===== config.mk =====
export PLATFORM = sky130hd
export DESIGN_NAME = sfe_mix
export DESIGN_NICKNAME = d
export VERILOG_FILES = /design/src/rtl/core/sfe_pkg.sv /design/src/rtl/core/sfe_mix.sv
export SDC_FILE = /design/constraint.sdc
export NUM_CORES = 1
export LEC_CHECK = 0
export ABC_AREA = 0
export BUFFER_PORTS_ARGS = -buffer_cell sky130_fd_sc_hd__buf_4
export CAP_MARGIN = 20
export CORE_ASPECT_RATIO = 0.6
export CORE_MARGIN = 8
export CORE_UTILIZATION = 35
export DETAILED_ROUTE_END_ITERATION = 10
export GPL_ROUTABILITY_DRIVEN = 0
export GPL_TIMING_DRIVEN = 0
export PLACE_DENSITY = 0.58
export REMOVE_ABC_BUFFERS = 1
export SYNTH_ARGS = -nofsm -noshare
export SYNTH_HDL_FRONTEND = slang
export SYNTH_SLANG_ARGS = --single-unit

===== constraint.sdc =====
create_clock -name clock -period 6.9 [get_ports clock]
set_input_delay 0 -clock clock [delete_from_list [all_inputs] [get_ports clock]]
set_output_delay 0 -clock clock [all_outputs]
set_load 0.05 [all_outputs]

===== src/rtl/core/sfe_pkg.sv =====
`timescale 1ns / 1ps
// sfe_pkg: shared types and constants for the stereo feedforward echo
// used by sfe_mix and stereo_feedforward_echo; no dependencies
package sfe_pkg;

   // gain is q1.15, unity is 16'h8000 and the echo clamps larger gains to unity
   localparam int GAIN_FRAC_BITS = 15;
   localparam logic [15:0] GAIN_UNITY = 16'h8000;
   localparam logic [15:0] FRAMES_SEEN_MAX = 16'hFFFF;

   // register index, taken from paddr[2]
   localparam logic [0:0] REG_DELAY_LENGTH = 1'b0;
   localparam logic [0:0] REG_DECAY_GAIN = 1'b1;

   localparam logic [14:0] DELAY_RESET = 15'd0;
   localparam logic [15:0] GAIN_RESET = 16'd16384;

   typedef enum logic [1:0] {
      MODE_DRY,
      MODE_SELF,
      MODE_ECHO
   } echo_mode_type;

   typedef struct packed {
      logic load_mult;
      logic load_out;
   } mix_ctrl_type;

endpackage


===== src/rtl/core/sfe_mix.sv =====
`timescale 1ns / 1ps
// sfe_mix: one channel lane, registered gain multiply then round toward zero,
// add and saturate; depends on sfe_pkg
module sfe_mix import sfe_pkg::*; #(
   parameter int SAMPLE_BITS = 16
) (
   input  logic                          clock,
   input  mix_ctrl_type                  ctrl,
   input  logic signed [SAMPLE_BITS-1:0] dry_i,
   input  logic signed [SAMPLE_BITS-1:0] src_i,
   input  logic [15:0]                   gain_i,
   output logic signed [SAMPLE_BITS-1:0] mix_o
);

   localparam int PW = SAMPLE_BITS + 17;
   localparam int SW = SAMPLE_BITS + 2;

   logic signed [PW-1:0]          prod_in, prod_ff;
   logic signed [SAMPLE_BITS-1:0] dry_ff;
   logic signed [PW-1:0]          biased;
   logic signed [SW-1:0]          scaled, sum;
   logic signed [SAMPLE_BITS-1:0] mix_in, mix_ff;

   assign prod_in = $signed({1'b0, gain_i}) * src_i;

   always_ff @(posedge clock) begin
      if (ctrl.load_mult) begin
         prod_ff <= prod_in;
         dry_ff  <= dry_i;
      end
      if (ctrl.load_out) begin
         mix_ff <= mix_in;
      end
   end

   always_comb begin
      // bias negative products so the arithmetic shift truncates toward zero
      biased = prod_ff[PW-1] ? prod_ff + PW'((1 << GAIN_FRAC_BITS) - 1) : prod_ff;
      scaled = biased[GAIN_FRAC_BITS +: SW];
      sum    = SW'(dry_ff) + scaled;
      if ((sum[SW-1:SAMPLE_BITS-1] == '0) || (sum[SW-1:SAMPLE_BITS-1] == '1)) begin
         mix_in = sum[SAMPLE_BITS-1:0];
      end else if (sum[SW-1]) begin
         mix_in = {1'b1, {(SAMPLE_BITS-1){1'b0}}};
      end else begin
         mix_in = {1'b0, {(SAMPLE_BITS-1){1'b1}}};
      end
   end

   assign mix_o = mix_ff;

endmodule


==> results of run 1 <==
## worst paths after layout
path | start | endpoint | slack, ns
setup / recovery | gain_i[7] | prod_ff[32]$_DFFE_PP_ | 0.81
hold / removal | ctrl[0] | mix_o[15]$_DFFE_PP_ | 0.04
hold reg to reg | dry_ff[0]$_DFFE_PP_ | mix_o[0]$_DFFE_PP_ | 0.75
setup reg to reg | prod_ff[13]$_DFFE_PP_ | mix_o[5]$_DFFE_PP_ | 2.48
## stage by stage
stage	area, um2	hold slack, ns	cells	setup slack [ns]	utilization (%)
floorplan	11700	0.0989	1194	1.34	-
global placement	12800	0.180	1719	0.532	38.1
detailed placement	12800	0.180	1719	0.562	38.1
CTS	13300	0.0245	1751	0.881	39.5
global route	13300	0.0337	1751	0.505	39.5
finish	13300	0.0357	1751	0.812	39.5
## flip-flops by register name (all words and copies together), names as in the netlist
name and count:
prod_ff 33, mix_o 16, dry_ff 16
## synthesized netlist by cell type, drive strengths merged, types with 2 or more instances
cell type	n	area [um2]
nand4	11	68.8
nand2	148	556
nand3	5	25.0
a21oi	41	216
xor2	22	193
buf	3	26.3
a311oi	2	23.8
o21ai	37	185
fa	195	3900
ha	139	1740
nand2b	9	56.3
a211oi	5	37.5
o211ai	3	22.5
nor4	6	43.8
nor3	4	20.0
and3	8	52.6
o211a	2	20.0
o21a	2	16.3
clkbuf	33	129
or3	2	12.5
o21bai	6	45.0
a31oi	3	18.8
edfxtp	65	1950
nor2b	3	18.8
and2	116	726
inv	253	950
xnor2	43	377
a21o	32	248
a211o	2	17.5
nor2	21	78.8
and4	2	17.5
## cell families after synthesis
family / Yosys count / synth area share [%]
simple gates: 337 / 14.3
fa+ha+maj: 334 / 47.5
buf+inv: 289 / 9.31
compound gates: 140 / 7.62
xor+xnor: 65 / 4.80
flops: 65 / 16.4
## final cells by class
class                   instances  area (um2)
inverters                     253         950
repair buffers                 82         656
fillers                      3409       20300
multi-input cells             876        8810
well taps                     459         574
flip-flops and latches         65        1950
clock buffers                   9         225
clock inverters                 7        92.6
## metal layers
metal	vias up	share of wire (%)	GRT usage (%)
met1	4254	51	22.6
li1	3978	-	-
met4	0	0.91	2.25
met3	19	6.3	3.42
met5	-	0	0
met2	198	42	22.5
## cell usage in the layout, fill, tap and decap left out, drive strengths merged, types with 3 or more instances in the layout
cell,netlist,layout
a21oi,41,41
xor2,22,22
inv,253,254
o21bai,6,6
xnor2,43,43
dlygate4sd3,0,16
o21ai,37,37
a211oi,5,5
nor2b,3,3
edfxtp,65,65
clkinv,0,3
nand2b,9,9
buf,3,66
nor4,6,6
nor2,21,21
fa,195,195
nand4,11,11
nand2,148,148
ha,139,139
nand3,5,5
and2,116,116
clkbuf,33,9
o211ai,3,3
a21o,32,32
and3,8,8
nor3,4,4
a31oi,3,3
## worst max-delay path: stages
cell and delay (ns):
buf_4 0.25, nand2_1 0.12, fa_1 0.54, inv_1 0.06
fa_1 0.50, inv_1 0.06, fa_1 0.53, inv_1 0.06
fa_1 0.49, fa_1 0.52, inv_1 0.05, fa_1 0.47
inv_1 0.04, ha_1 0.39, nand4_1 0.15, nor2_1 0.20
o211ai_1 0.14, o211a_1 0.19, o21ai_0 0.60, a31oi_1 0.32
o21ai_0 0.25, a21oi_1 0.10, xnor2_1 0.12
==> metrics.txt, run 1 <==
synthesized area per cell 9.65 um2; Yosys warnings 0; hold_buf cts 16; Async SR Flop Fraction 0%; CTS H-tree depth 3; height of the die 159 um; worst r2r path cells 15; crit path DAT 6.18 ns; total track usage 15.1%; post-synthesis register bit count 65; global-route wire length before repair 48.2 mm; Post-Syn Instances between 1000 and 1500; initial antenna violation count 0; number of synthesized flops with an enable pin 65; Via-to-Cell Ratio 4.83; crit path max fanout 16; DR iter-0 viols 421; share of cells above drive strength 1 under 10%; relative slew slack between 50% and 60%; I/O pin cnt 67; Cell Rows between 50 and 60; Initial Util between 30% and 40%; max-slew violation count 0; CTS tree done; status finished, final reports clean; Worst-Margin Slew 0.717 ns; Setup TNS Final 0 ns; Congestion Overflow GR 0; largest net degree at the start of global routing 50; post-CTS setup buffers 0; CTS clk-pin slew, worst paths ~0.06 ns; total CTS buffers 9; Final ANT Viol Nets 0; HP Class in -> reg; Setup Viol. Count Final 0; CTS Sinks 65; Top FF cell, synth edfxtp_1; P&R area growth vs syn 11.7%; CTS Buffer Depth 2; Seq/Total Area, Yosys 16.4%; Fin. Hold Viols 0; worst hold stages 1; HPWL Detailed between 20 and 25 mm; CTS root buf clkbuf_16; Final #Nets 1672; f_max 0.164 GHz; cts repair resizes 0; Max-Cap Viols 0; Worst EP required between 6 and 7 ns; Final Cycle Share a little under 90%; Vias roughly 8400; drt pass-1 iters 5; die area 40200 um2; Core Area 33600 um2; number of global-route vias before repair 8983; Syn Std Cell Area 11900 um2; insertion delay to the later sink of the worst-skew pair 0.34 ns; drt total wl slightly below 30 mm; RSZ-0062 raised after global routing false; IO buf count 66; Die Wd about 250 um; Setup Skew 0.00516 ns; critical path class in -> reg; Tmin final slightly above 6 ns; WL per Instance 16.6 um; DRC Markers 0; ANT cells 0; synth unique cells 49; CP Capture Type register; startpoint types primary input
Power of run 1 is left out: the tool's default activity adds up to more than one toggle a clock period on the data nets, which glitch-free logic cannot reach.
==> run 2: changes to the inputs <==
CORE_MARGIN = 4   (was 8)
==> run 2 against run 1 <==
  * Final cell count is 0.51% lower
  * Via count is 1.4% higher
  * Clock-buffer cell count stayed put
  * First-iteration DRC count is 28% higher
  * Flip-flop and latch count stayed put
==> metrics.txt, run 2 (synthesis gave the netlist of run 1 again) <==
status finished, final reports clean; CTS Buffer Depth 2; Tmin final 6.13 ns; DRC Markers 0; cts repair resizes 0; footprint of the multi-input gates approximately 8800 um2; crit path max fanout 16; Vias around 8600; CTS root buf clkbuf_16; most frequent cells in the layout 252 x inv_1, 195 x fa_1, 148 x nand2_1; sequential cell area 1950 um2; Final #Nets 1672; P&R area growth vs syn 11.6%; drt total wl 29.0 mm; number of global-route vias before repair between 8000 and 9000; ANT cells 0; Final Cycle Share 88.8%; die area 37000 um2; Post-DP Area 12800 um2; Cell Rows 51; CTS tree done; Fin. Hold Viols 0; WL per Instance ~17 um; largest net degree at the start of global routing 50; Congestion Overflow GR 0; CTS H-tree depth 3; I/O pin cnt 67; worst hold stages 1; Setup Skew about 0.0055 ns; DR iter-0 viols 538; initial antenna violation count 0; drt pass-1 iters 4; Setup Viol. Count Final 0; f_max approximately 0.16 GHz; Max-Cap Viols 0; worst r2r path cells 17; IO buf count 66; Via-to-Cell Ratio 4.92; total track usage between 15 and 20%; max-slew violation count 0; max reg flops 33; startpoint types primary input; CTS Sinks between 60 and 70; fillers approximately 3300; global-route wire length before repair 47.2 mm; CTS clk-pin slew, worst paths 0.06 ns; share of cells above drive strength 1 7.43%; hold_buf cts 16; insertion delay to the later sink of the worst-skew pair 0.34 ns; Die Wd between 200 and 250 um; Worst EP required 6.99 ns; HP Class in -> reg; crit path DAT 6.22 ns; HPWL Detailed 23.1 mm; Core Area roughly 33000 um2; critical path class in -> reg; RSZ-0062 raised after global routing false; most common cell after layout, fill and taps aside inv_1; Setup TNS Final 0 ns; Final ANT Viol Nets 0; relative slew slack 54.4%; Largest Register prod_ff; total CTS buffers 9; post-CTS setup buffers 0; height of the die 151 um; Worst-Margin Slew 0.678 ns; Initial Util 36.0%; Final Instance Area 13200 um2; CP Capture Type register
[run 2: critical path, cell delays in order]
cell and delay, ns:
buf_4 0.26, nand2_1 0.13, fa_1 0.55, inv_1 0.06, fa_1 0.50, inv_1 0.06, fa_1 0.53, inv_1 0.06
fa_1 0.50, fa_1 0.52, inv_1 0.05, fa_1 0.47, inv_1 0.04, ha_1 0.38, nand4_1 0.16, nor2_1 0.24
o211ai_1 0.15, o211a_1 0.20, o21ai_0 0.57, a31oi_1 0.31, o21ai_0 0.24, a21oi_1 0.10, xnor2_1 0.13
[run 2: cell type report]
type	count	share of cell area, %
repair buffers	82	4.95
multi-input cells	876	66.5
inverters	253	7.17
clock inverters	7	0.633
well taps	450	4.25
clock buffers	9	1.70
flip-flops and latches	65	14.7
[run 2: path summary, 6_finish.rpt]
| check | startpoint | slack (ns) | end |
|---|---|---|---|
| worst min-delay path | ctrl[0] | 0.04 | mix_o[13]$_DFFE_PP_ |
| worst max register to register | prod_ff[7]$_DFFE_PP_ | 2.38 | mix_o[13]$_DFFE_PP_ |
| worst min register to register | dry_ff[0]$_DFFE_PP_ | 0.72 | mix_o[0]$_DFFE_PP_ |
| worst max-delay path | src_i[7] | 0.77 | prod_ff[32]$_DFFE_PP_ |
[run 2: metrics by stage]
step / utilization (%) / instances / worst slack, ns / hold WS (ns)
final: 40.2 / 1742 / 0.774 / 0.0426
after global routing: 40.2 / 1742 / 0.487 / 0.0345
after CTS: 40.2 / 1742 / 0.841 / 0.0177
after detailed placement: 38.8 / 1710 / 0.508 / 0.179
after global placement: 38.8 / 1710 / 0.468 / 0.180
after floorplan: - / 1194 / 1.34 / 0.0989
[run 2: layer usage]
| layer | global-route usage (%) | vias to the layer above | wire [um] |
|---|---|---|---|
| met4 | 2.47 | 0 | 164 |
| met5 | 0 | - | 0 |
| li1 | - | 3967 | - |
| met3 | 3.77 | 19 | 2300 |
| met1 | 25.6 | 4323 | 14700 |
| met2 | 23.0 | 257 | 11800 |
Power of run 2 is left out for the same reason.
==> run 3: changes to the inputs <==
CTS_CLUSTER_SIZE = 30   (was unset)
MAX_ROUTING_LAYER = met4   (was unset)
==> run 3 against run 2 <==
  * Critical path depth unchanged
  * Clock-buffer cell count is the same
  * Utilization unchanged
  * Global-route usage rose by 0.48 points
  * Clock skew hardly changed
==> metrics.txt, run 3 (synthesis gave the netlist of run 1 again) <==
Non-Filler Instances between 1500 and 2000; critical path class in -> reg; insertion delay to the later sink of the worst-skew pair 0.34 ns; max reg flops 33; HP Class in -> reg; Final #Nets between 1500 and 2000; Vias 8564; Worst EP required around 7.0 ns; total CTS buffers 9; largest net degree at the start of global routing 50; Tmin final slightly above 6 ns; number of global-route vias before repair 8745; CTS Sinks 65; total track usage about 17%; Congestion Overflow GR 0; most frequent cells in the layout 252 x inv_1, 195 x fa_1, 148 x nand2_1; CTS root buf clkbuf_16; Initial Util 36.0%; DRC Markers 0; CTS clk-pin slew, worst paths 0.06 ns; RSZ-0062 raised after global routing false; CTS Buffer Depth 2; height of the die 151 um; hold_buf cts 16; drt total wl 29.0 mm; post-CTS setup buffers 0; Worst-Margin Slew 0.703 ns; status finished, final reports clean; Placed Cells 1710; Die Wd 246 um; IO buf count 66; Core Area about 33000 um2; Cell Rows 51; ANT cells 0; WL per Instance 16.6 um; f_max approximately 0.16 GHz; CTS tree done; most common cell after layout, fill and taps aside inv_1; DR iter-0 viols 578; Setup Skew 0.00526 ns; Final ANT Viol Nets 0; max-slew violation count 0; HPWL Detailed approximately 23 mm; crit path max fanout 16; footprint of the multi-input gates ~9000 um2; Largest Register prod_ff; startpoint types primary input; die area around 37000 um2; Fin. Hold Viols 0; Setup TNS Final 0 ns; fillers between 3000 and 4000; CTS H-tree depth 3; P&R area growth vs syn 11.6%; cts repair resizes 0; Max-Cap Viols 0; initial antenna violation count 0; Setup Viol. Count Final 0; CP Capture Type register; drt pass-1 iters 5; Final Cycle Share 89.4%; global-route wire length before repair 47.2 mm; crit path DAT 6.26 ns; I/O pin cnt 67; share of cells above drive strength 1 between 7 and 8%; Via-to-Cell Ratio between 4 and 5; sequential cell area 1950 um2; relative slew slack a little over half
run 3: cell counts in the layout (fill, tap and decap cells not counted):
No cell type changed its count.
run 3: layout make-up:
| class | instances | share of cell area [%] |
|---|---|---|
| Clock inverter | 7 | 0.633 |
| Clock buffer | 9 | 1.70 |
| Timing Repair Buffer | 82 | 4.95 |
| Sequential cell | 65 | 14.7 |
| Multi-Input combinational cell | 876 | 66.5 |
| Inverter | 253 | 7.17 |
| Tap cell | 450 | 4.25 |
run 3: per-layer routing:
| metal | track usage [%] | part of all wire [%] |
|---|---|---|
| met3 | 3.76 | 7.8 |
| met5 | - | 0 |
| met1 | 25.6 | 51 |
| met2 | 23.0 | 41 |
| met4 | 2.47 | 0.59 |
run 3: through the flow:
| stage | util (%) | setup WS (ns) | hold WS, ns | cell area, um2 |
|---|---|---|---|---|
| 2_1_floorplan | - | 1.34 | 0.0989 | 11700 |
| 3_3_place_gp | 38.8 | 0.468 | 0.180 | 12800 |
| 3_5_place_dp | 38.8 | 0.508 | 0.179 | 12800 |
| 4_1_cts | 40.2 | 0.841 | 0.0177 | 13200 |
| 5_1_grt | 40.2 | 0.487 | 0.0345 | 13200 |
| 6_report | 40.2 | 0.732 | 0.0431 | 13200 |
run 3: worst max-delay path, stage by stage:
cell and delay (ns):
buf_4 0.26, nand2_1 0.13, fa_1 0.55, inv_1 0.06, fa_1 0.50, inv_1 0.06
fa_1 0.53, inv_1 0.06, fa_1 0.50, fa_1 0.52, inv_1 0.05, fa_1 0.47
inv_1 0.04, ha_1 0.38, nand4_1 0.16, nor2_1 0.24, o211ai_1 0.15, o211a_1 0.20
o21ai_0 0.59, a31oi_1 0.31, o21ai_0 0.26, a21oi_1 0.11, xnor2_1 0.13
run 3: final timing paths:
check                  startpoint                     to  slack (ns)  cells after the start
min                       ctrl[0]    mix_o[13]$_DFFE_PP_        0.04                      1
max reg2reg  prod_ff[7]$_DFFE_PP_    mix_o[13]$_DFFE_PP_        2.36                     17
max                      src_i[7]  prod_ff[32]$_DFFE_PP_        0.73                     23
min reg2reg   dry_ff[0]$_DFFE_PP_     mix_o[0]$_DFFE_PP_        0.72                      3
Power of run 3 is left out for the same reason.
